--- config.mk ---
export PLATFORM = sky130hd
export DESIGN_NAME = sliding_window_anomaly_detector_core_flat
export DESIGN_NICKNAME = d
export VERILOG_FILES = /design/src/sv/swad_pkg.sv /design/src/sv/swad_if.sv /design/src/sv/swad_ring.sv /design/src/sv/swad_div.sv /design/src/sv/sliding_window_anomaly_detector_core.sv /design/src/flat_wrapper.sv
export SDC_FILE = /design/constraint.sdc
export NUM_CORES = 1
export LEC_CHECK = 0
export ABC_CLOCK_PERIOD_IN_PS = 15800
export BUFFER_PORTS_ARGS = -buffer_cell sky130_fd_sc_hd__buf_2
export CORE_UTILIZATION = 30
export DETAILED_ROUTE_END_ITERATION = 10
export PLACE_DENSITY = 0.57
export SLEW_MARGIN = 20
export SYNTH_ARGS = -nofsm -noshare
export SYNTH_HDL_FRONTEND = slang
export SYNTH_SLANG_ARGS = --single-unit
--- constraint.sdc ---
create_clock -name clk -period 15.8 [get_ports clk]
set_input_delay 1.58 -clock clk [delete_from_list [all_inputs] [get_ports clk]]
set_output_delay 1.58 -clock clk [all_outputs]
set_load 0.01 [all_outputs]
--- src/sv/swad_pkg.sv ---
`default_nettype none
package swad_pkg;

  localparam int CFG_IDX_W  = 2;
  localparam int CFG_DATA_W = 24;

  // configuration register widths
  localparam int WLEN_W = 5;
  localparam int MSL_W  = 24;
  localparam int RPT_W  = 5;
  localparam int JMP_W  = 16;

  // result field widths
  localparam int MEAN_W    = 24;
  localparam int TOTAL_W   = 32;
  localparam int FRAC_BITS = 8;

  typedef enum logic [CFG_IDX_W-1:0] {
    REG_WINDOW_LENGTH    = 2'd0,
    REG_MEAN_SHIFT_LIMIT = 2'd1,
    REG_REPEAT_LIMIT     = 2'd2,
    REG_JUMP_LIMIT       = 2'd3
  } cfg_reg_t;

  localparam logic [WLEN_W-1:0] WLEN_RESET = 5'd5;
  localparam logic [MSL_W-1:0]  MSL_RESET  = 24'd2560;
  localparam logic [RPT_W-1:0]  RPT_RESET  = 5'd3;
  localparam logic [JMP_W-1:0]  JMP_RESET  = 16'd15;

  typedef struct packed {
    logic busy;
    logic done;
  } unit_stat_t;

endpackage
`default_nettype wire

--- src/sv/swad_if.sv ---
`default_nettype none
interface swad_in_if #(
  parameter int SAMPLE_BITS = 16
) ();
  logic                          valid;
  logic                          ready;
  logic signed [SAMPLE_BITS-1:0] sample;

  modport source (output valid, output sample, input ready);
  modport sink (input valid, input sample, output ready);
endinterface

interface swad_out_if import swad_pkg::*; ();
  logic                     valid;
  logic                     ready;
  logic                     anomaly;
  logic                     mean_shift;
  logic                     high_repeat;
  logic                     jump;
  logic signed [MEAN_W-1:0] window_mean;
  logic [TOTAL_W-1:0]       anomaly_total;

  modport source (
    output valid, output anomaly, output mean_shift, output high_repeat,
    output jump, output window_mean, output anomaly_total, input ready
  );
  modport sink (
    input valid, input anomaly, input mean_shift, input high_repeat,
    input jump, input window_mean, input anomaly_total, output ready
  );
endinterface
`default_nettype wire

--- src/sv/swad_ring.sv ---
`default_nettype none
module swad_ring import swad_pkg::*; #(
  parameter int WINDOW_MAX = 16,
  parameter int SAMPLE_BITS = 16,
  localparam int CNT_W = $clog2(WINDOW_MAX + 1),
  localparam int SUM_W = SAMPLE_BITS + CNT_W
) (
  input  wire logic                          clk,
  input  wire logic                          rst,
  input  wire logic                          start,
  input  wire logic signed [SAMPLE_BITS-1:0] sample,
  input  wire logic [WLEN_W-1:0]             window_length,
  output unit_stat_t                         stat,
  output logic signed [SUM_W-1:0]            sum,
  output logic [CNT_W-1:0]                   win_cnt,
  output logic [CNT_W-1:0]                   equal_cnt
);

  localparam int HEAD_W = (WINDOW_MAX > 1) ? $clog2(WINDOW_MAX) : 1;
  localparam int LW = (CNT_W > WLEN_W) ? CNT_W : WLEN_W;
  localparam logic [HEAD_W-1:0] LAST_IDX = HEAD_W'(WINDOW_MAX - 1);
  localparam logic [CNT_W-1:0]  WIN_FULL = CNT_W'(WINDOW_MAX);

  logic signed [SAMPLE_BITS-1:0] mem [WINDOW_MAX];
  logic signed [SAMPLE_BITS-1:0] rdata;
  logic signed [SAMPLE_BITS-1:0] cur;
  logic [HEAD_W-1:0]             head;
  logic [HEAD_W-1:0]             rp;
  logic [CNT_W-1:0]              fill;
  logic [CNT_W-1:0]              issue_left;
  logic                          pend;
  logic                          busy;
  logic [CNT_W-1:0]              fill_inc;
  logic [CNT_W-1:0]              len;
  logic [CNT_W-1:0]              cnt_new;
  logic [LW-1:0]                 wl_ext;

  function automatic logic [HEAD_W-1:0] ring_prev(input logic [HEAD_W-1:0] a);
    return (a == '0) ? LAST_IDX : a - 1'b1;
  endfunction

  assign wl_ext = LW'(window_length);

  always_comb begin
    if (window_length == '0) begin
      len = CNT_W'(1);
    end else if (wl_ext > LW'(WINDOW_MAX)) begin
      len = WIN_FULL;
    end else begin
      len = CNT_W'(wl_ext);
    end
    fill_inc = (fill == WIN_FULL) ? fill : fill + 1'b1;
    cnt_new  = (fill_inc < len) ? fill_inc : len;
  end

  // sample storage: the new sample goes in at head, older ones are read
  // walking backward; a read never hits the entry being written
  always_ff @(posedge clk) begin
    if (start) begin
      mem[head] <= sample;
    end
    rdata <= mem[rp];
  end

  always_ff @(posedge clk) begin
    if (rst) begin
      head       <= '0;
      fill       <= '0;
      busy       <= 1'b0;
      pend       <= 1'b0;
      issue_left <= '0;
    end else begin
      pend <= busy && (issue_left != '0);
      if (start) begin
        head       <= (head == LAST_IDX) ? '0 : head + 1'b1;
        fill       <= fill_inc;
        busy       <= 1'b1;
        issue_left <= cnt_new - 1'b1;
      end else if (busy) begin
        if (issue_left != '0) begin
          issue_left <= issue_left - 1'b1;
        end else if (!pend) begin
          busy <= 1'b0;
        end
      end
    end
  end

  // the current sample seeds the sum and the equal count
  always_ff @(posedge clk) begin
    if (start) begin
      rp        <= ring_prev(head);
      cur       <= sample;
      sum       <= SUM_W'(sample);
      equal_cnt <= CNT_W'(1);
      win_cnt   <= cnt_new;
    end else begin
      if (busy && (issue_left != '0)) begin
        rp <= ring_prev(rp);
      end
      if (pend) begin
        sum <= sum + SUM_W'(rdata);
        if (rdata == cur) begin
          equal_cnt <= equal_cnt + 1'b1;
        end
      end
    end
  end

  assign stat.busy = busy;
  assign stat.done = busy && (issue_left == '0) && !pend;

endmodule
`default_nettype wire

--- src/sv/swad_div.sv ---
`default_nettype none
module swad_div import swad_pkg::*; #(
  parameter int NUM_W = 29,
  parameter int DEN_W = 5,
  localparam int STEP_W = $clog2(NUM_W + 1)
) (
  input  wire logic             clk,
  input  wire logic             rst,
  input  wire logic             start,
  input  wire logic [NUM_W-1:0] num,
  input  wire logic [DEN_W-1:0] den,
  output unit_stat_t            stat,
  output logic [NUM_W-1:0]      quot
);

  logic [DEN_W-1:0]  rem;
  logic [DEN_W-1:0]  dsr;
  logic [DEN_W:0]    rem_sh;
  logic [DEN_W:0]    rem_sub;
  logic              fits;
  logic [STEP_W-1:0] steps;
  logic              busy;
  logic              done;

  // restoring division, one quotient bit per cycle; quot doubles as the
  // dividend shift register
  always_comb begin
    rem_sh  = {rem, quot[NUM_W-1]};
    rem_sub = rem_sh - {1'b0, dsr};
    fits    = !rem_sub[DEN_W];
  end

  always_ff @(posedge clk) begin
    if (rst) begin
      busy  <= 1'b0;
      done  <= 1'b0;
      steps <= '0;
    end else begin
      done <= busy && (steps == STEP_W'(1));
      if (start) begin
        busy  <= 1'b1;
        steps <= STEP_W'(NUM_W);
      end else if (busy) begin
        steps <= steps - 1'b1;
        if (steps == STEP_W'(1)) begin
          busy <= 1'b0;
        end
      end
    end
  end

  always_ff @(posedge clk) begin
    if (start) begin
      quot <= num;
      rem  <= '0;
      dsr  <= den;
    end else if (busy) begin
      rem  <= fits ? rem_sub[DEN_W-1:0] : rem_sh[DEN_W-1:0];
      quot <= {quot[NUM_W-2:0], fits};
    end
  end

  assign stat.busy = busy;
  assign stat.done = done;

endmodule
`default_nettype wire

--- src/sv/sliding_window_anomaly_detector_core.sv ---
// Flow: a sample transaction starts the window scan, the scan sum goes to the restoring divider
// (NUM_W = SAMPLE_BITS + clog2(WINDOW_MAX+1) + 8, 29 with defaults), the saturated mean is
// registered, and the flag step loads the result into the output register.
// Throughput: one item at a time; the next is accepted while a result waits in
// the output register, and a still-waiting result holds the following item in its flag step.
// Reset (synchronous, active high) restores register defaults and clears all history.
`default_nettype none
module sliding_window_anomaly_detector_core import swad_pkg::*; #(
  parameter int WINDOW_MAX = 16,
  parameter int SAMPLE_BITS = 16
) (
  input  wire logic                  clk,
  input  wire logic                  rst,
  input  wire logic                  cfg_we,
  input  wire logic [CFG_IDX_W-1:0]  cfg_index,
  input  wire logic [CFG_DATA_W-1:0] cfg_data,
  swad_in_if.sink                    samples,
  swad_out_if.source                 results
);

  localparam int CNT_W = $clog2(WINDOW_MAX + 1);
  localparam int SUM_W = SAMPLE_BITS + CNT_W;
  localparam int NUM_W = SUM_W + FRAC_BITS;
  localparam int MW = (NUM_W + 1 > MEAN_W + 1) ? NUM_W + 1 : MEAN_W + 1;
  localparam int JW = (SAMPLE_BITS + 1 > JMP_W) ? SAMPLE_BITS + 1 : JMP_W;
  localparam int RW = (CNT_W > RPT_W) ? CNT_W : RPT_W;
  localparam logic signed [MW-1:0] MEAN_HI = MW'(2 ** (MEAN_W - 1) - 1);
  localparam logic signed [MW-1:0] MEAN_LO = ~MEAN_HI;

  typedef enum logic [1:0] {S_IDLE, S_SCAN, S_DIV, S_FLAG} state_t;

  state_t state;

  logic [WLEN_W-1:0] window_length;
  logic [MSL_W-1:0]  mean_shift_limit;
  logic [RPT_W-1:0]  repeat_limit;
  logic [JMP_W-1:0]  jump_limit;

  logic signed [SAMPLE_BITS-1:0] cur_sample;
  logic signed [SAMPLE_BITS-1:0] last_sample;
  logic                          have_last;
  logic signed [MEAN_W-1:0]      mean_reg;
  logic signed [MEAN_W-1:0]      last_mean;
  logic [TOTAL_W-1:0]            flag_total;
  logic [TOTAL_W-1:0]            flag_total_next;

  unit_stat_t              ring_st;
  unit_stat_t              div_st;
  logic signed [SUM_W-1:0] scan_sum;
  logic [CNT_W-1:0]        win_cnt;
  logic [CNT_W-1:0]        equal_cnt;
  logic                    ring_start;
  logic                    div_start;
  logic                    sum_neg;
  logic [SUM_W-1:0]        sum_mag;
  logic [NUM_W-1:0]        div_num;
  logic [NUM_W-1:0]        quot;
  logic signed [MW-1:0]    q_ext;
  logic signed [MW-1:0]    mean_wide;
  logic signed [MEAN_W-1:0] mean_sat;

  logic signed [MEAN_W:0]      mdiff;
  logic [MEAN_W:0]             mabs;
  logic signed [SAMPLE_BITS:0] sdiff;
  logic [SAMPLE_BITS:0]        sabs;
  logic                        f_mean;
  logic                        f_rep;
  logic                        f_jump;
  logic                        any_flag;
  logic                        out_load;

  assign samples.ready = (state == S_IDLE);
  assign ring_start    = samples.valid && samples.ready;
  assign div_start     = (state == S_SCAN) && ring_st.done;

  swad_ring #(
    .WINDOW_MAX (WINDOW_MAX),
    .SAMPLE_BITS(SAMPLE_BITS)
  ) u_ring (
    .clk          (clk),
    .rst          (rst),
    .start        (ring_start),
    .sample       (samples.sample),
    .window_length(window_length),
    .stat         (ring_st),
    .sum          (scan_sum),
    .win_cnt      (win_cnt),
    .equal_cnt    (equal_cnt)
  );

  // mean magnitude is divided unsigned, sign restored after: truncates toward zero
  always_comb begin
    sum_neg = scan_sum[SUM_W-1];
    sum_mag = sum_neg ? SUM_W'(-scan_sum) : SUM_W'(scan_sum);
    div_num = {sum_mag, {FRAC_BITS{1'b0}}};
  end

  swad_div #(
    .NUM_W(NUM_W),
    .DEN_W(CNT_W)
  ) u_div (
    .clk  (clk),
    .rst  (rst),
    .start(div_start),
    .num  (div_num),
    .den  (win_cnt),
    .stat (div_st),
    .quot (quot)
  );

  always_comb begin
    q_ext     = MW'(quot);
    mean_wide = sum_neg ? -q_ext : q_ext;
    if (mean_wide > MEAN_HI) begin
      mean_sat = MEAN_W'(MEAN_HI);
    end else if (mean_wide < MEAN_LO) begin
      mean_sat = MEAN_W'(MEAN_LO);
    end else begin
      mean_sat = MEAN_W'(mean_wide);
    end
  end

  always_comb begin
    mdiff    = (MEAN_W + 1)'(mean_reg) - (MEAN_W + 1)'(last_mean);
    mabs     = mdiff[MEAN_W] ? (MEAN_W + 1)'(-mdiff) : (MEAN_W + 1)'(mdiff);
    f_mean   = mabs > (MEAN_W + 1)'(mean_shift_limit);
    sdiff    = (SAMPLE_BITS + 1)'(cur_sample) - (SAMPLE_BITS + 1)'(last_sample);
    sabs     = sdiff[SAMPLE_BITS] ? (SAMPLE_BITS + 1)'(-sdiff) : (SAMPLE_BITS + 1)'(sdiff);
    f_jump   = have_last && (JW'(sabs) > JW'(jump_limit));
    f_rep    = RW'(equal_cnt) > RW'(repeat_limit);
    any_flag = f_mean || f_rep || f_jump;
    flag_total_next = flag_total + TOTAL_W'(any_flag);
    out_load = (state == S_FLAG) && (!results.valid || results.ready);
  end

  always_ff @(posedge clk) begin
    if (rst) begin
      window_length    <= WLEN_RESET;
      mean_shift_limit <= MSL_RESET;
      repeat_limit     <= RPT_RESET;
      jump_limit       <= JMP_RESET;
    end else if (cfg_we) begin
      unique case (cfg_reg_t'(cfg_index))
        REG_WINDOW_LENGTH:    window_length    <= cfg_data[WLEN_W-1:0];
        REG_MEAN_SHIFT_LIMIT: mean_shift_limit <= cfg_data[MSL_W-1:0];
        REG_REPEAT_LIMIT:     repeat_limit     <= cfg_data[RPT_W-1:0];
        REG_JUMP_LIMIT:       jump_limit       <= cfg_data[JMP_W-1:0];
      endcase
    end
  end

  always_ff @(posedge clk) begin
    if (rst) begin
      state         <= S_IDLE;
      results.valid <= 1'b0;
      flag_total    <= '0;
      last_mean     <= '0;
      last_sample   <= '0;
      have_last     <= 1'b0;
    end else begin
      if (results.valid && results.ready && !out_load) begin
        results.valid <= 1'b0;
      end
      unique case (state)
        S_IDLE: begin
          if (ring_start) begin
            cur_sample <= samples.sample;
            state      <= S_SCAN;
          end
        end
        S_SCAN: begin
          if (ring_st.done) begin
            state <= S_DIV;
          end
        end
        S_DIV: begin
          if (div_st.done) begin
            mean_reg <= mean_sat;
            state    <= S_FLAG;
          end
        end
        S_FLAG: begin
          if (out_load) begin
            results.valid         <= 1'b1;
            results.anomaly       <= any_flag;
            results.mean_shift    <= f_mean;
            results.high_repeat   <= f_rep;
            results.jump          <= f_jump;
            results.window_mean   <= mean_reg;
            results.anomaly_total <= flag_total_next;
            flag_total            <= flag_total_next;
            last_mean             <= mean_reg;
            last_sample           <= cur_sample;
            have_last             <= 1'b1;
            state                 <= S_IDLE;
          end
        end
        default: state <= S_IDLE;
      endcase
    end
  end

  a_scan_after_accept: assert property (@(posedge clk) disable iff (rst)
    ring_start |=> ring_st.busy)
    else $error("window scan did not start after a sample transaction");

  a_idle_units: assert property (@(posedge clk) disable iff (rst)
    samples.ready |-> (!ring_st.busy && !div_st.busy))
    else $error("input ready while scan or divider busy");

  a_div_done_state: assert property (@(posedge clk) disable iff (rst)
    div_st.done |-> (state == S_DIV))
    else $error("divider finished outside the divide state");

  a_equal_bounds: assert property (@(posedge clk) disable iff (rst)
    ring_st.done |-> (equal_cnt >= CNT_W'(1) && equal_cnt <= win_cnt))
    else $error("equal count outside window occupancy");

  a_count_step: assert property (@(posedge clk) disable iff (rst)
    (out_load && any_flag) |=> (flag_total == $past(flag_total) + 32'd1))
    else $error("anomaly counter did not advance on a flagged item");

endmodule
`default_nettype wire
--- src/flat_wrapper.sv ---
// flat-port wrapper written by rule: the top's interface ports become plain ports
module sliding_window_anomaly_detector_core_flat import swad_pkg::*;
#(
  parameter int WINDOW_MAX = 16,
  parameter int SAMPLE_BITS = 16
)
  (clk, rst, cfg_we, cfg_index, cfg_data, samples_valid, samples_sample, samples_ready, results_valid, results_anomaly, results_mean_shift, results_high_repeat, results_jump, results_window_mean, results_anomaly_total, results_ready);
  swad_in_if #(.SAMPLE_BITS(SAMPLE_BITS)) samples_i ();
  swad_out_if results_i ();
  input  wire logic clk;
  input  wire logic rst;
  input  wire logic cfg_we;
  input  wire logic [CFG_IDX_W-1:0] cfg_index;
  input  wire logic [CFG_DATA_W-1:0] cfg_data;
  input wire logic [$bits(samples_i.valid)-1:0] samples_valid;
  input wire logic [$bits(samples_i.sample)-1:0] samples_sample;
  output wire logic [$bits(samples_i.ready)-1:0] samples_ready;
  output wire logic [$bits(results_i.valid)-1:0] results_valid;
  output wire logic [$bits(results_i.anomaly)-1:0] results_anomaly;
  output wire logic [$bits(results_i.mean_shift)-1:0] results_mean_shift;
  output wire logic [$bits(results_i.high_repeat)-1:0] results_high_repeat;
  output wire logic [$bits(results_i.jump)-1:0] results_jump;
  output wire logic [$bits(results_i.window_mean)-1:0] results_window_mean;
  output wire logic [$bits(results_i.anomaly_total)-1:0] results_anomaly_total;
  input wire logic [$bits(results_i.ready)-1:0] results_ready;
  assign samples_i.valid = samples_valid;
  assign samples_i.sample = samples_sample;
  assign samples_ready = samples_i.ready;
  assign results_valid = results_i.valid;
  assign results_anomaly = results_i.anomaly;
  assign results_mean_shift = results_i.mean_shift;
  assign results_high_repeat = results_i.high_repeat;
  assign results_jump = results_i.jump;
  assign results_window_mean = results_i.window_mean;
  assign results_anomaly_total = results_i.anomaly_total;
  assign results_i.ready = results_ready;
  sliding_window_anomaly_detector_core #(.WINDOW_MAX(WINDOW_MAX), .SAMPLE_BITS(SAMPLE_BITS)) u_core (.clk(clk), .rst(rst), .cfg_we(cfg_we), .cfg_index(cfg_index), .cfg_data(cfg_data), .samples(samples_i), .results(results_i));
endmodule
# Yosys cells after proc, flatten, opt, wreduce, memory -nomap -nowiden
# Memory sizes are Yosys's and may differ from the RTL's. A register that Yosys moved wholly into a read port is not among the register bits.
# Index checks and enable logic that the tools add are counted.
[op_classes]
n_eq_ne = 14
n_bitwise = 1
order_cmp = 7
n_addsub = 17
muxes = 41
reduce_logical = 41
[op_table]
columns = ["op", "count"]
rows = [
  ["$mux 21", 3],
  ["$mux 29", 2],
  ["$mux 5", 10],
  ["$add 32x1->32", 1],
  ["$gt 30x24->1 const B", 1],
  ["$lt 30x24->1 const B", 1],
  ["$mux 30", 1],
  ["$neg 29->30", 1],
  ["$gt 25x24->1", 1],
  ["$mux 25", 1],
  ["$neg 25->25", 1],
  ["$sub 24x24->25", 1],
  ["$mux 24", 1],
  ["$add 21x16->21", 1],
  ["$neg 21->21", 1],
  ["$mux 4", 5],
  ["$gt 17x16->1", 1],
  ["$mux 17", 1],
  ["$neg 17->17", 1],
  ["$sub 16x16->17", 1],
  ["$eq 16x16->1", 1],
  ["$sub 5x1->5 const B", 3],
  ["$reduce_and 2->1", 7],
  ["$mux 1", 12],
  ["28 further kinds", 62],
]
[word_totals]
elab_cells = 158
inputBits = 47
ramBits = 256
memories = 1
register_bits = 339
[memory_table]
columns = ["memory", "words", "word_bits", "read_ports", "rd_ports_with_merged_regs", "wr", "line", "rtl"]
rows = [
  ["u_core.u_ring.mem", 16, 16, 1, 1, 1, "swad_ring.sv:24", "logic signed [SAMPLE_BITS-1:0] mem [WINDOW_MAX];"],
]

# Depth between registers and ports, before layout
# Gate-level depths: netlist of the first run.
[logic_depth]
word_depth = 8
depth_mapped = 37

# Cells and area by module
# Synthesis of the first run repeated with hierarchy kept, for this count alone.
[hier_totals]
hier_cells = 2692
hier_area_um2 = 30489.2
[by_module_without_submodules]
columns = ["module", "area_each_um2", "cells_per_inst", "instances"]
rows = [
  ["swad_ring", 14401.3, 951, 1],
  ["sliding_window_anomaly_detector_core", 13932.1, 1584, 1],
  ["swad_div", 2155.8, 157, 1],
]

# Worst setup path after synthesis of the first run
# No wires, ideal clock.
[synth_timing]
path_kind = "register to register"
startpoint = "register u_core.mean_reg[9]"
endpoint = "register u_core.results.anomaly_total[30], data pin"
stages_incl_launch_ff = 33
n_path_buf = 2
synth_period_minus_slack_ns = 7.026
path_slack_ns = 8.774
t_arrival_ns = 6.767
path_cell_list = "edfxtp_1 -> ha_1 -> a21o_1 -> a211o_1 -> a221oi_1 -> a21oi_1 -> o21a_1 -> o2111ai_1 -> and2_1 -> clkbuf_1 -> clkbuf_1 -> o21ai_0 -> xnor2_1 -> ha_1 -> nand4_1 -> nor2_1 -> o21ai_0 -> a211oi_1 -> o31ai_1 -> a21boi_0 -> o21ai_0 -> nand4bb_1 -> ha_1 -> ha_1 -> and3_1 -> and3_1 -> or4b_2 -> nor2_1 -> nand3_1 -> nor2_1 -> and3_1 -> nand3_1 -> xnor2_1"
[synth_via]
elab_chain_len = 7
[synth_rtl]
columns = ["element", "line", "rtl"]
rows = [
  ["start: declaration", "sliding_window_anomaly_detector_core.sv:42", "logic signed [MEAN_W-1:0] mean_reg;"],
  ["start signal: assignment", "sliding_window_anomaly_detector_core.sv:178", "mean_reg <= mean_sat;"],
  ["$sub 24x24->25 *", "sliding_window_anomaly_detector_core.sv:124", "mdiff = (MEAN_W + 1)'(mean_reg) - (MEAN_W + 1)'(last_mean);"],
  ["$neg 25->25", "sliding_window_anomaly_detector_core.sv:125", "mabs = mdiff[MEAN_W] ? (MEAN_W + 1)'(-mdiff) : (MEAN_W + 1)'(mdiff);"],
  ["$mux 25 *", "sliding_window_anomaly_detector_core.sv:125", ""],
  ["$gt 25x24->1 *", "sliding_window_anomaly_detector_core.sv:126", "f_mean = mabs > (MEAN_W + 1)'(mean_shift_limit);"],
  ["$logic_or 1x1->1 * (2 in a row)", "sliding_window_anomaly_detector_core.sv:131", "any_flag = f_mean || f_rep || f_jump;"],
  ["net u_core.any_flag", "sliding_window_anomaly_detector_core.sv:69", "logic any_flag;"],
  ["$add 32x1->32 *", "sliding_window_anomaly_detector_core.sv:132", "flag_total_next = flag_total + TOTAL_W'(any_flag);"],
  ["net u_core.flag_total_next[30]", "sliding_window_anomaly_detector_core.sv:45", "logic [TOTAL_W-1:0] flag_total_next;"],
  ["end signal: assignment", "sliding_window_anomaly_detector_core.sv:190", "results.anomaly_total <= flag_total_next;"],
  ["end: declaration", "swad_if.sv:25", "output jump, output window_mean, output anomaly_total, input ready"],
]
# Mark *: on every way through the listed nets, which the timed path passes. The rest lies on a longest branch.
# A chain may end at the register's enable or synchronous reset.

# Worst setup path in the final report of the first run
# Ends and elaborated chain as after synthesis.

==> metrics.txt, run 1 <==
Pre-antenna DRT Iters 5; number of buffers created by CTS between 60 and 70; gp weighted congestion 0.814; Mapped Area approximately 30000 um2; postcts setup bufs 0; clock network power share between 20 and 30%; Setup TNS 0 ns; worst slew pin tran ~1.1 ns; minimum clock period 7.98 ns; fin cells between 4000 and 5000; Max Root-Sink Buffers 3; post-synthesis sequential area ratio about 55%; synth warn 0; Slew headroom around 27%; die area ~100000 um2; crit path launch type register; largest registers u_core.u_ring.mem: 256 flops, u_core.flag_total: 32 flops, u_core.results.anomaly_total: 32 flops; most common flop cell mapped by yosys edfxtp_1; hold buffer count at cts 0; crit path DAT 8.35 ns; layout cell share with drive strength beyond 1 between 10 and 15%; Total Routed Length slightly above 70000 um; CP peak stage delay approximately 0.66 ns; CTS Root Cell clkbuf_16; FP Rows approximately 120; total track usage 14.0%; busiest layer in global routing met2; height of the die 317 um; final net count roughly 3000; syn_nets about 2900; Achievable Freq 125 MHz; Avg Synthesized Cell Area around 11 um2; Chip Width around 320 um; clock skew between 0.04 and 0.05 ns; M1 GR Usage between 10% and 20%; HP Class register to register; first-pass GRT wire length roughly 110000 um; Post-synth top cells 428 x edfxtp_1, 348 x nand2_1, 186 x a21oi_1, 183 x dfxtp_1, 165 x nor2_1; DRC viols 0; post-route ant nets 0; Distinct cells, synth slightly below 90; P_int ~3.6 mW; Clock Latency Late Sink roughly 0.64 ns; io pins between 100 and 150; Slew Limit Fails 0; largest net degree at the start of global routing 88; starting density of the core roughly 30%; leakage power 12.1 nW; post-route cell area 34100 um2; most used cell, CP ha_1; drt wl/cell roughly 17 um; Post-Synthesis Cells approximately 2700; status completed; post-CTS resize count 0; largest reg by FF count u_core.u_ring.mem; area leader, netlist edfxtp_1; most common cell in the netlist edfxtp_1; sequential power share a little under two fifths; CTS sink cnt 611; n_diodes 0; Worst-path clk slew approximately 0.06 ns; final hold vios 0; CP Capture Type register; CTS tree built; ys async rst share 0%; IO buf count around 110; Sw Pwr 1.91 mW; leading post-synthesis cells by cell area edfxtp_1 43%, dfxtp_1 12%, ha_1 5.7%, nand2_1 4.4%, xor2_1 3.6%; area share of the largest cell type after synthesis a little over two fifths; initial antenna violation count 0; combinational power share 33.0%; routed vias/inst between 4 and 5; RSZ-0062 raised after global routing no; Critical-path top delay cell or4b_2; Placed Instances between 3000 and 4000; # setup viols final 0; H-tree levels 3; max_cap viols 0; Synth Register Bits 611; core area 98300 um2; initial DRC count roughly 1300; GR Util met2 a little under a quarter; VDD IR-drop max 0.0000914 V; post-DP HPWL just under 50000 um; placed instance area 31800 um2; number of synthesized flops with an enable pin roughly 430; Reg area about 17000 um2; pwr/cell area roughly 160 nW/um2; Multi-input gate area approximately 12000 um2; Critical Path RT about 16 ns; number of global-route vias before repair slightly below 20000; grt ovf 0; Largest register FFs ~260; kind of critical path register to register; Vias between 20000 and 25000; P&R area growth vs syn 14.6%; Filler cells about 9800; met3 Use GR approximately 2.1%; Crit Path Max Fanout 19; sw frac ~35%; Final period util between 50% and 60%
stage by stage:
| stage | total power [mW] | worst slack, ns | utilization (%) | hold slack [ns] |
|---|---|---|---|---|
| floorplan | 3.44 | 8.77 | - | 0.400 |
| global placement | 3.92 | 8.05 | 32.4 | 0.405 |
| detailed placement | 3.94 | 7.92 | 32.4 | 0.407 |
| CTS | 5.57 | 7.83 | 34.7 | 0.421 |
| global route | 5.87 | 7.13 | 34.7 | 0.437 |
| finish | 5.52 | 7.82 | 34.7 | 0.420 |
cells in the final DEF, fill, tap and decap left out, drive strengths merged, types with 8 or more instances in the layout:
cell     netlist  routed
mux4          32      32
a21o          26      26
o21ai        148     148
inv          137     143
o31ai         21      21
xnor2         87      87
buf           22     140
a2111oi        8       8
a22oi         16      16
or4           10      10
clkinv         1      21
and3          14      14
a211oi        16      16
nand4         27      27
or3           34      34
a31oi         13      13
clkbuf        86      89
nand3         59      59
nor2         165     165
a211o         13      13
o21a          15      15
dfxtp        183     183
nor2b         19      19
mux2i         86      86
a221oi        18      18
a21oi        187     187
nor4           8       8
or2           11      11
edfxtp       428     428
nand2        348     348
nor3          42      42
xor2         124     124
ha           136     136
nand2b        27      27
cell families after synthesis:
family	Yosys count	share of synthesized area, %
compound gates	543	11.3
xor+xnor	211	6.21
fa+ha+maj	140	5.99
buf+inv	246	3.12
flops	611	55.5
mux	120	5.39
simple gates	801	12.5
power groups by stage:
stage / clock, mW / combinational, mW / sequential (mW)
3_3_place_gp: 0 / 1.81 / 2.11
4_1_cts: 1.66 / 1.83 / 2.08
5_1_grt: 1.72 / 2.05 / 2.10
2_1_floorplan: 0 / 1.37 / 2.07
3_5_place_dp: 0 / 1.83 / 2.11
6_report: 1.62 / 1.82 / 2.08
final timing paths:
kind                                  from                                to  slack, ns  cells past startpoint
setup / recovery        u_core.mean_reg[9]  u_core.results.anomaly_total[30]       7.82                     30
setup reg to reg        u_core.mean_reg[9]  u_core.results.anomaly_total[30]       7.82                     30
hold / removal    u_core.u_ring.win_cnt[3]               u_core.u_div.dsr[3]       0.42                      0
hold reg to reg   u_core.u_ring.win_cnt[3]               u_core.u_div.dsr[3]       0.42                      0
area by class of cell:
class | count | area share (%)
clock buffer | 89 | 5.46
clock inverter | 35 | 1.24
inverter | 138 | 1.52
multi-input combinational | 1815 | 36.3
sequential | 611 | 48.4
tap | 1287 | 4.72
timing repair buffer | 140 | 2.30
metal layers:
metal	up-vias	wire (um)	share of wire, %
met5	-	0	0
met4	0	1210	1.7
met3	90	2740	3.9
met2	362	32900	47
met1	9728	33800	48
li1	9900	-	-
critical path, delay by kind of cell (launching register included):
| kind | cells | cell delay (ns) |
|---|---|---|
| flops | 1 | 0.42 |
| fa+ha+maj | 4 | 1.09 |
| simple gates | 12 | 3.15 |
| compound gates | 12 | 2.72 |
| xor+xnor | 2 | 0.36 |
No activity file was read; power rests on OpenSTA's default activity.
==> run 2: changes to the inputs <==
--- a/config.mk
+++ b/config.mk
@@ -5,7 +5,7 @@
 export SDC_FILE = /design/constraint.sdc
 export NUM_CORES = 1
 export LEC_CHECK = 0
-export ABC_CLOCK_PERIOD_IN_PS = 15800
+export ABC_CLOCK_PERIOD_IN_PS = 7600
 export BUFFER_PORTS_ARGS = -buffer_cell sky130_fd_sc_hd__buf_2
 export CORE_UTILIZATION = 30
 export DETAILED_ROUTE_END_ITERATION = 10
==> constraint.sdc (replaced) <==
create_clock -name clk -period 7.6 [get_ports clk]
set_input_delay 0.76 -clock clk [delete_from_list [all_inputs] [get_ports clk]]
set_output_delay 0.76 -clock clk [all_outputs]
set_load 0.01 [all_outputs]
==> run 2 against run 1 <==
- via count shrank 0.57%
- fmax grew 12%
- global-route usage is essentially flat
- cell count grew 0.53%
- die area is the same
- total power grew 110%
- hold slack lost 0.038 ns
- clock skew shrank 0.010 ns
- utilization grew 0.21 points
- first-iteration DRC count shrank 0.97%
- register-to-register slack lost 7.3 ns
- critical endpoint is now u_core.flag_total[14]
- largest cell class unchanged
==> metrics.txt, run 2 (same netlist as run 1, synthesis figures left out) <==
Largest register FFs 256; Worst R2R Path Depth 32; kind of critical path register to register; Placed Instances 4012; height of the die about 320 um; Critical Path RT about 8.1 ns; CTS tree built; VDD IR-drop max between 0.0002 and 0.00025 V; FP Rows about 120; most frequent cells in the layout 428 x edfxtp_1, 347 x nand2_1, 184 x a21oi_1; busiest layer in global routing met2; Vias 20000; gp weighted congestion around 0.85; final net count between 2000 and 3000; initial antenna violation count 0; layout cell share with drive strength beyond 1 roughly 13%; pwr/cell area around 330 nW/um2; core area 98300 um2; routed vias/inst roughly 4.8; Crit Path Max Fanout 5; HP Class primary input to register; CTS Root Cell clkbuf_16; n_diodes 0; drt wl/cell approximately 17 um; Max Root-Sink Buffers 3; minimum clock period 7.12 ns; crit path launch type register; number of global-route vias before repair 19300; die area around 100000 um2; fin cells around 4100; M1 GR Usage about a fifth; RR Startpoint u_core.cur_sample[0]; io pins between 100 and 150; Setup TNS 0 ns; CP peak stage delay 0.44 ns; post-route ant nets 0; hold buffer count at cts 0; Min-Delay Endpoint u_core.mean_shift_limit[23]; worst reg2reg setup slack between 0.4 and 0.5 ns; largest reg by FF count u_core.u_ring.mem; # setup viols final 0; post-DP HPWL between 40000 and 50000 um; largest registers u_core.u_ring.mem: 256 flops, u_core.flag_total: 32 flops, u_core.results.anomaly_total: 32 flops; reg-to-reg endpoint u_core.flag_total[14]; met3 Use GR 1.96%; IO buf count between 100 and 150; Hold Path Depth 3; worst slew pin tran 1.08 ns; Worst-path clk slew approximately 0.07 ns; initial DRC count between 1000 and 1500; total track usage between 10 and 15%; Achievable Freq 140 MHz; grt ovf 0; GR Util met2 a little under a quarter; Critical-path top delay cell or3_1; number of buffers created by CTS 66; clock skew between 0.03 and 0.04 ns; crit path DAT approximately 7.6 ns; status completed; CP Capture Type register; min-delay src cfg_data[23]; starting density of the core a little under a third; Final period util between 90% and 100%; Pre-antenna DRT Iters 5; H-tree levels 3; max_cap viols 0; most used cell, CP and3_1; leakage power about 12 nW; CTS sink cnt between 600 and 700; Clock Latency Late Sink 0.63 ns; P&R area growth vs syn 15.3%; Total Routed Length 71200 um; Slew Limit Fails 0; largest net degree at the start of global routing between 90 and 100; DRC viols 0; first-pass GRT wire length roughly 110000 um; most common cell after layout, fill and taps aside edfxtp_1; Chip Width 317 um; final hold vios 0; Slew headroom 27.1%
## run 2: metrics by stage
stage          instance area, um2  utilization, %  power (mW)  hold slack (ns)  setup WS [ns]
2_1_floorplan               29800               -        7.16            0.400          0.574
5_1_grt                     34300            34.9        12.1            0.376       -0.00468
3_5_place_dp                32000            32.6        8.19            0.406          0.215
6_report                    34300            34.9        11.4            0.382          0.479
4_1_cts                     34200            34.8        11.5            0.341          0.157
3_3_place_gp                32000            32.6        8.15            0.401          0.338
## run 2: how the worst max path moves through the flow
stage,slack (ns),startpoint,to
after global placement,0.34,u_core.mean_reg[0],u_core.flag_total[30]
after CTS,0.16,u_core.cur_sample[0],u_core.results.anomaly_total[30]
final,0.48,u_core.cur_sample[0],u_core.flag_total[14]
after detailed placement,0.22,u_core.cur_sample[0],u_core.results.anomaly_total[30]
after global routing,-0.005,u_core.mean_reg[0],u_core.flag_total[31]
after floorplan,0.57,u_core.mean_reg[9],u_core.results.anomaly_total[30]
## run 2: per-layer routing
metal	part of all wire [%]	up-vias
li1	-	9939
met1	48	9603
met2	46	338
met3	3.4	85
met4	2.1	0
met5	0	-
## run 2: area by class of cell
| type | instances | area [um2] |
|---|---|---|
| Clock inverter | 33 | 367 |
| Fill cell | 9795 | 64000 |
| Sequential cell | 611 | 16500 |
| Tap cell | 1287 | 1610 |
| Multi-Input combinational cell | 1815 | 12500 |
| Clock buffer | 89 | 1820 |
| Timing Repair Buffer | 164 | 976 |
| Inverter | 138 | 518 |
## run 2: worst max-delay path: cells and delay by family, from the launching register on
kind | cells | cell delay [ns]
XOR/XNOR | 3 | 0.63
flip-flops | 1 | 0.39
AND/OR/NAND/NOR | 13 | 2.79
AO/OA/AOI/OAI | 8 | 1.62
adder cells (fa/ha/maj) | 5 | 1.26
buffers and inverters | 3 | 0.27
## run 2: timing repair
item,CTS,global route
hold endpoints to repair,0,0
endpoints found under the setup margin,0,22
buffers inserted,0,3
resized for setup,0,26
## run 2: power by group
part / internal (mW) / total [mW] / switching, mW
combinational: 1.53 / 3.81 / 2.28
sequential: 4.04 / 4.34 / 0.293
clock: 1.82 / 3.23 / 1.41
total: 7.39 / 11.4 / 3.98
==> run 3: changes to the inputs <==
--- a/config.mk
+++ b/config.mk
@@ -5,7 +5,7 @@
 export SDC_FILE = /design/constraint.sdc
 export NUM_CORES = 1
 export LEC_CHECK = 0
-export ABC_CLOCK_PERIOD_IN_PS = 7600
+export ABC_CLOCK_PERIOD_IN_PS = 7900
 export BUFFER_PORTS_ARGS = -buffer_cell sky130_fd_sc_hd__buf_2
 export CORE_UTILIZATION = 30
 export DETAILED_ROUTE_END_ITERATION = 10
==> constraint.sdc (replaced) <==
create_clock -name clk -period 7.9 [get_ports clk]
set_input_delay 0.79 -clock clk [delete_from_list [all_inputs] [get_ports clk]]
set_output_delay 0.79 -clock clk [all_outputs]
set_load 0.01 [all_outputs]
==> run 3 against run 2 <==
- combinational power is 5% lower
- via count about the same
- largest power group unchanged
- setup slack improved by 0.092 ns
- sequential share of layout area rose by 0.10 points
- clock power rose by 2%
- cell count fell by 0.48%
- clock skew decreased by 0.0070 ns
- total power is 2.4% lower
- hold slack improved by 0.024 ns
- largest cell class unchanged
- non-clock buffer count decreased by 17
==> metrics.txt, run 3 (same netlist as run 1, synthesis figures left out) <==
status completed; CP Capture Type register; first-pass GRT wire length between 100000 and 150000 um; CTS Root Cell clkbuf_16; number of global-route vias before repair 19200; gp weighted congestion approximately 0.85; CP peak stage delay approximately 0.53 ns; number of buffers created by CTS 68; crit path launch type register; largest registers u_core.u_ring.mem: 256 flops, u_core.flag_total: 32 flops, u_core.results.anomaly_total: 32 flops; Total Routed Length 70600 um; Critical Path Source u_core.mean_reg[0]; Slew Limit Fails 0; minimum clock period 7.33 ns; Final period util between 90 and 100%; Sw Pwr 3.81 mW; DRC viols 0; final hold vios 0; Critical-path top delay cell or4_4; Reg area ~17000 um2; sequential power share a little under two fifths; die area approximately 100000 um2; worst slew pin tran between 1 and 1.5 ns; largest net degree at the start of global routing 83; most common cell after layout, fill and taps aside edfxtp_1; RR Startpoint u_core.mean_reg[0]; Setup TNS 0 ns; crit path DAT 7.70 ns; most frequent cells in the layout 428 x edfxtp_1, 347 x nand2_1, 185 x a21oi_1; placed instance area roughly 32000 um2; drt wl/cell between 15 and 20 um; Chip Width approximately 320 um; Worst R2R Path Depth 33; Final WS setup approximately 0.57 ns; kind of critical path register to register; worst hold slack ~0.41 ns; io pins around 110; fin cells about 4100; Critical Path RT slightly above 8 ns; Worst-path clk slew 0.06 ns; combinational power share between 30% and 40%; starting density of the core around 30%; Hold Path Depth 0; n_diodes 0; Clock Latency Late Sink around 0.63 ns; Max Root-Sink Buffers 3; pwr/cell area about 320 nW/um2; sw frac between 30% and 40%; # setup viols final 0; worst reg2reg setup slack 0.57 ns; CTS tree built; Filler cells just under 10000; Crit Path Max Fanout 4; max_cap viols 0; initial antenna violation count 0; grt ovf 0; post-DP HPWL between 40000 and 50000 um; initial DRC count about 1400; post-route cell area 34200 um2; Placed Instances approximately 4000; leakage power 12.2 nW; Largest register FFs between 200 and 300; VDD IR-drop max about 0.00016 V; most used cell, CP ha_1; clock skew between 0.02 and 0.03 ns; largest reg by FF count u_core.u_ring.mem; Slew headroom roughly 25%; clock network power share 29.7%; height of the die ~320 um; pre-CTS setup slack approximately 0.19 ns; crit path capture u_core.results.anomaly_total[30]; IO buf count 108; CTS sink cnt 611; layout cell share with drive strength beyond 1 11.6%; Vias about 20000; reg-to-reg endpoint u_core.results.anomaly_total[30]; Multi-input gate area 12400 um2; Achievable Freq between 100 and 150 MHz; Pre-antenna DRT Iters 5; routed vias/inst 4.85; final net count between 2000 and 3000; H-tree levels 3; core area around 98000 um2; HP Class register to register; FP Rows 115; P&R area growth vs syn 15.0%; P_int ~7.3 mW; total track usage ~14%; post-route ant nets 0
-- run 3: power groups by stage --
stage / combinational [mW] / sequential [mW] / clock [mW]
2_1_floorplan: 2.75 / 4.14 / 0
3_3_place_gp: 3.60 / 4.24 / 0
3_5_place_dp: 3.62 / 4.25 / 0
4_1_cts: 3.64 / 4.19 / 3.38
5_1_grt: 4.07 / 4.22 / 3.49
6_report: 3.63 / 4.18 / 3.29
-- run 3: worst min path at each step --
stage	start	end	slack, ns
final	u_core.u_ring.win_cnt[4]	u_core.u_div.dsr[4]	0.41
after global routing	cfg_data[16]	u_core.mean_shift_limit[16]	0.39
after CTS	cfg_data[16]	u_core.mean_shift_limit[16]	0.37
after detailed placement	u_core.u_ring.win_cnt[3]	u_core.u_div.dsr[3]	0.41
after global placement	u_core.u_ring.win_cnt[2]	u_core.u_div.dsr[2]	0.40
after floorplan	u_core.u_ring.win_cnt[0]	u_core.u_div.dsr[0]	0.40
-- run 3: area by class of cell --
class                   instances  area share, %
flip-flops and latches        611           48.2
multi-input cells            1815           36.3
clock buffers                  89           5.29
well taps                    1287           4.70
repair buffers                147           2.48
inverters                     138           1.51
clock inverters                30           1.47
-- run 3: layer usage --
metal	share of wire (%)	routed length, um	GRT usage, %	up-vias
met1	48	33800	19.4	9585
met5	0	0	0	-
met4	1.6	1160	3.30	0
met3	4.5	3170	2.13	73
li1	-	-	-	9904
met2	46	32500	22.6	397
-- run 3: worst max-delay path: cells and delay by family, from the launching register on --
kind | cells | cell delay, ns
compound gates | 10 | 1.62
fa+ha+maj | 5 | 1.34
buf+inv | 1 | 0.06
xor+xnor | 2 | 0.24
simple gates | 15 | 3.47
flops | 1 | 0.36
-- run 3: what timing repair did --
item	in CTS	in global routing
resized for setup	0	12
setup buffers	0	0
hold buffers	0	0
setup endpoints to repair	0	10
-- run 3: per-stage QoR --
stage          power (mW)  util, %
6_report             11.1     34.8
5_1_grt              11.8     34.8
4_1_cts              11.2     34.8
3_5_place_dp         7.87     32.4
3_3_place_gp         7.84     32.4
2_1_floorplan        6.89        -
